`src/hw/rtl/tkm_ram.sv`:
```
// generic single write port ram with registered read
`default_nettype none
module tkm_ram #(
  parameter int WIDTH = 8,
  parameter int DEPTH = 16
) (
  input  wire logic                     clk,
  input  wire logic                     we,
  input  wire logic [$clog2(DEPTH)-1:0] waddr,
  input  wire logic [WIDTH-1:0]         wdata,
  input  wire logic [$clog2(DEPTH)-1:0] raddr,
  output      logic [WIDTH-1:0]         rdata
);
  logic [WIDTH-1:0] mem [DEPTH];

  always_ff @(posedge clk) begin
    if (we) begin
      mem[waddr] <= wdata;
    end
    rdata <= mem[raddr];
  end
endmodule
`default_nettype wire

```
`config.mk`:
```
export PLATFORM = sky130hd
export DESIGN_NAME = tkm_ram
export DESIGN_NICKNAME = d
export VERILOG_FILES = /design/src/hw/rtl/tkm_ram.sv
export SDC_FILE = /design/constraint.sdc
export NUM_CORES = 1
export LEC_CHECK = 0
export ABC_AREA = 0
export BUFFER_PORTS_ARGS = -buffer_cell sky130_fd_sc_hd__clkbuf_2
export CAP_MARGIN = 20
export CORE_ASPECT_RATIO = 1.25
export CORE_UTILIZATION = 50
export CTS_CLUSTER_SIZE = 20
export DETAILED_ROUTE_END_ITERATION = 7
export PLACE_DENSITY = 0.72
export SYNTH_ARGS = -nofsm -noshare
export SYNTH_HDL_FRONTEND = slang
export SYNTH_SLANG_ARGS = --single-unit
```
`constraint.sdc`:
```
create_clock -name clk -period 3.28 [get_ports clk]
set_clock_uncertainty 0.2 [all_clocks]
set_input_delay 0.82 -clock clk [delete_from_list [all_inputs] [get_ports clk]]
set_output_delay 0.82 -clock clk [all_outputs]
set_load 0.05 [all_outputs]
```
==> results_dict.tcl <==
set metrics [dict create \
    grt_pass1_wl_um 14500 \
    p_seq_share_pct 47.1 \
    grt_pass1_vias 2468 \
    cts_tree "yes" \
    met2_wirelength_um 5000 \
    synth-edff-count 128 \
    drtIter0Drc 213 \
    tightest_slew_ps 880 \
    yosysMostFrequentCell "edfxtp_1" \
    gp_congestion 0.770 \
    critical_path.max_stage_delay_ps 580 \
    startpoint "raddr[0]" \
    required_ps 3370 \
    synth.distinct_cells 19 \
    fill_cells 719 \
    hold_end "rdata[2]$_DFF_P_" \
    slew_headroom_pct 41.1 \
    setup_viol 0 \
    min_period_over_period_pct 70.4 \
    met3_length_um 500 \
    fmax_mhz 433 \
    dr.pass1.iters 4 \
    async_flop_share_pct 0 \
    syn_area_per_cell_um2 22.5 \
    ioPinCount 26 \
    cts-root-buf "clkbuf_16" \
    die_h_um 115 \
    power_switching_mw 0.827 \
    start_util_pct 51.2 \
    antenna_found_initial 0 \
    reg2reg_slack_ps 1660 \
    internal_power_mw 3.33 \
    cp_top_family "buffers and inverters" \
    top_layer "met4" \
    synth_top_area_cell "edfxtp_1" \
    p_leak_nw 2.10 \
    cts_sinks 136 \
    post-cts-setup-buffer-count 0 \
    reg2reg_to "rdata[5]$_DFF_P_" \
    rows 41 \
    outcome "completed" \
    period_needed_ps 2310 \
    wl_met1_um 3960 \
    synthFlopType "edfxtp_1" \
    cts_resized 0 \
    design_area_um2 6130 \
    synth_area_leaders "edfxtp_1 (75%), mux4_2 (7.9%), mux4_1 (7.1%)" \
    core_area_um2 10100 \
    routed_via_density 5.74 \
    sw_frac_of_total_pct 19.9 \
    ant_nets 0 \
    critPathKind "input port to register" \
    dieArea_um2 10700 \
    cts_hold_buffers 0 \
    tns_ps 0 \
    synth.cell_area_um2 5150 \
    die_w_um 92.8 \
    hp-class "register to register" \
    holdPathStages 3 \
    yosysWarnings 0 \
    regArea_um2 4000 \
    grt_start_max_net_pins 33 \
    grt_util_all_layers_pct 20.1 \
    maxCapViolCount 0 \
    clock_latency_ps 410 \
    synthCells 229 \
    clockPowerShare_pct 47.7 \
    hold_viol_final 0 \
    crit_arrival_ps 2400 \
    cp_max_fo 17 \
    crit_buf_inv 2 \
    portBuffers 25 \
    drive_above_1_share_pct 31.6 \
    multi_input_area_um2 1060 \
    peakVddDrop_v 0.000406 \
    areaGrowthSynthToFinish_pct 19.0 \
    hpwl_um 6150 \
    synth_nets 247 \
    yosys-top-cells-count "edfxtp_1 (128), mux4_2 (18), a22oi_1 (16)" \
    power_density_nw_per_um2 678 \
    clock_path_buffers 2 \
    cts_made_buffers 17 \
    rsz0062_at_grt "no" \
    slowest_stage "mux4_1" \
    ctsHtreeMaxLevel 4 \
    drc 0 \
    pwr-share-comb_pct 5.2 \
    worstHoldStart "mem[14][2]$_DFFE_PP_" \
    synth_top_area_share_pct 74.7 \
    timing.rr.start "mem[2][5]$_DFFE_PP_" \
    post_drt_wl_per_cell_um 22.8 \
    antenna_cells 0 \
    clkTransAtPathRegs_ps 60 \
    totalWireLength_um 9640 \
    grt-ovfl-total 0 \
    reg2regPathDepth 3 \
    yosys_register_bits 136 \
    maxSlewViolCount 0 \
    start_kind "input port" \
    nets 299 \
    endpoint_kind "register" \
    dpl-instance-area_um2 5500 \
    ys_seq_area_share_pct 77.8 \
    vias 2429 \
    path_cells "clkbuf_2, buf_12, mux4_1, a22oi_1, nand2_1" \
]
tightest hold or removal path, cell delays in order, from the launching register on:
cell      delay (ps)
edfxtp_1         310
mux4_2           220
a22oi_1           60
nand2_1           50
worst max-delay path by stage:
stage / cells after the start / end
after floorplan: 2 / mem[0][0]$_DFFE_PP_
after global routing: 5 / rdata[4]$_DFF_P_
after detailed placement: 3 / mem[3][7]$_DFFE_PP_
after CTS: 5 / rdata[4]$_DFF_P_
final: 5 / rdata[4]$_DFF_P_
after global placement: 5 / rdata[4]$_DFF_P_
layout make-up:
cell class              count  share of cell area (%)
clock buffers              20                    7.46
flip-flops and latches    136                    65.4
multi-input cells          83                    17.3
clock inverters            12                    2.84
well taps                 129                    2.63
repair buffers             43                    4.45
power groups by stage:
| stage | Sequential [mW] | Combinational (mW) | Clock [mW] |
|---|---|---|---|
| 6_report | 1.96 | 0.214 | 1.98 |
| 5_1_grt | 1.96 | 0.230 | 2.08 |
| 4_1_cts | 1.96 | 0.218 | 2.01 |
| 3_5_place_dp | 1.99 | 0.216 | 0 |
| 3_3_place_gp | 1.99 | 0.213 | 0 |
| 2_1_floorplan | 2.03 | 0.0986 | 0 |
flip-flops by register name, indices dropped and copies added (netlist names):
name	cells
rdata	8
mem	128
metrics by stage:
stage / total power, mW / setup slack (ps) / instances / utilization, % / hold slack (ps)
3_5_place_dp: 2.21 / 550 / 391 / 54.7 / 452
3_3_place_gp: 2.20 / 533 / 391 / 54.7 / 459
6_report: 4.15 / 972 / 423 / 60.9 / 463
2_1_floorplan: 2.13 / 767 / 229 / - / 429
4_1_cts: 4.19 / 946 / 423 / 60.9 / 464
5_1_grt: 4.27 / 862 / 423 / 60.9 / 500
per-layer routing:
metal / track usage (%) / vias up
met2: 33.5 / 91
li1: - / 1077
met1: 24.5 / 1248
met4: 8.51 / 0
met3: 6.10 / 13
met5: 0 / -
cells by family (layout without fill, tap and decap cells):
family,after synthesis,count (layout),synth area share (%)
flops,136,136,77.8
simple gates,35,35,3.18
mux,32,32,15.0
compound gates,16,16,2.33
buf+inv,10,75,1.68
cells in the final DEF (no fill, tap or decap), drive strengths merged:
cell	instances
a22oi	16
and2	1
and2b	1
buf	18
bufinv	4
clkbuf	45
clkinv	4
clkinvlp	4
dfxtp	8
edfxtp	128
mux4	32
nand2	9
nand2b	2
nand3	1
nand3b	2
nor2	13
nor2b	1
nor3	4
or3b	1
(Power assumes the default switching activity.)
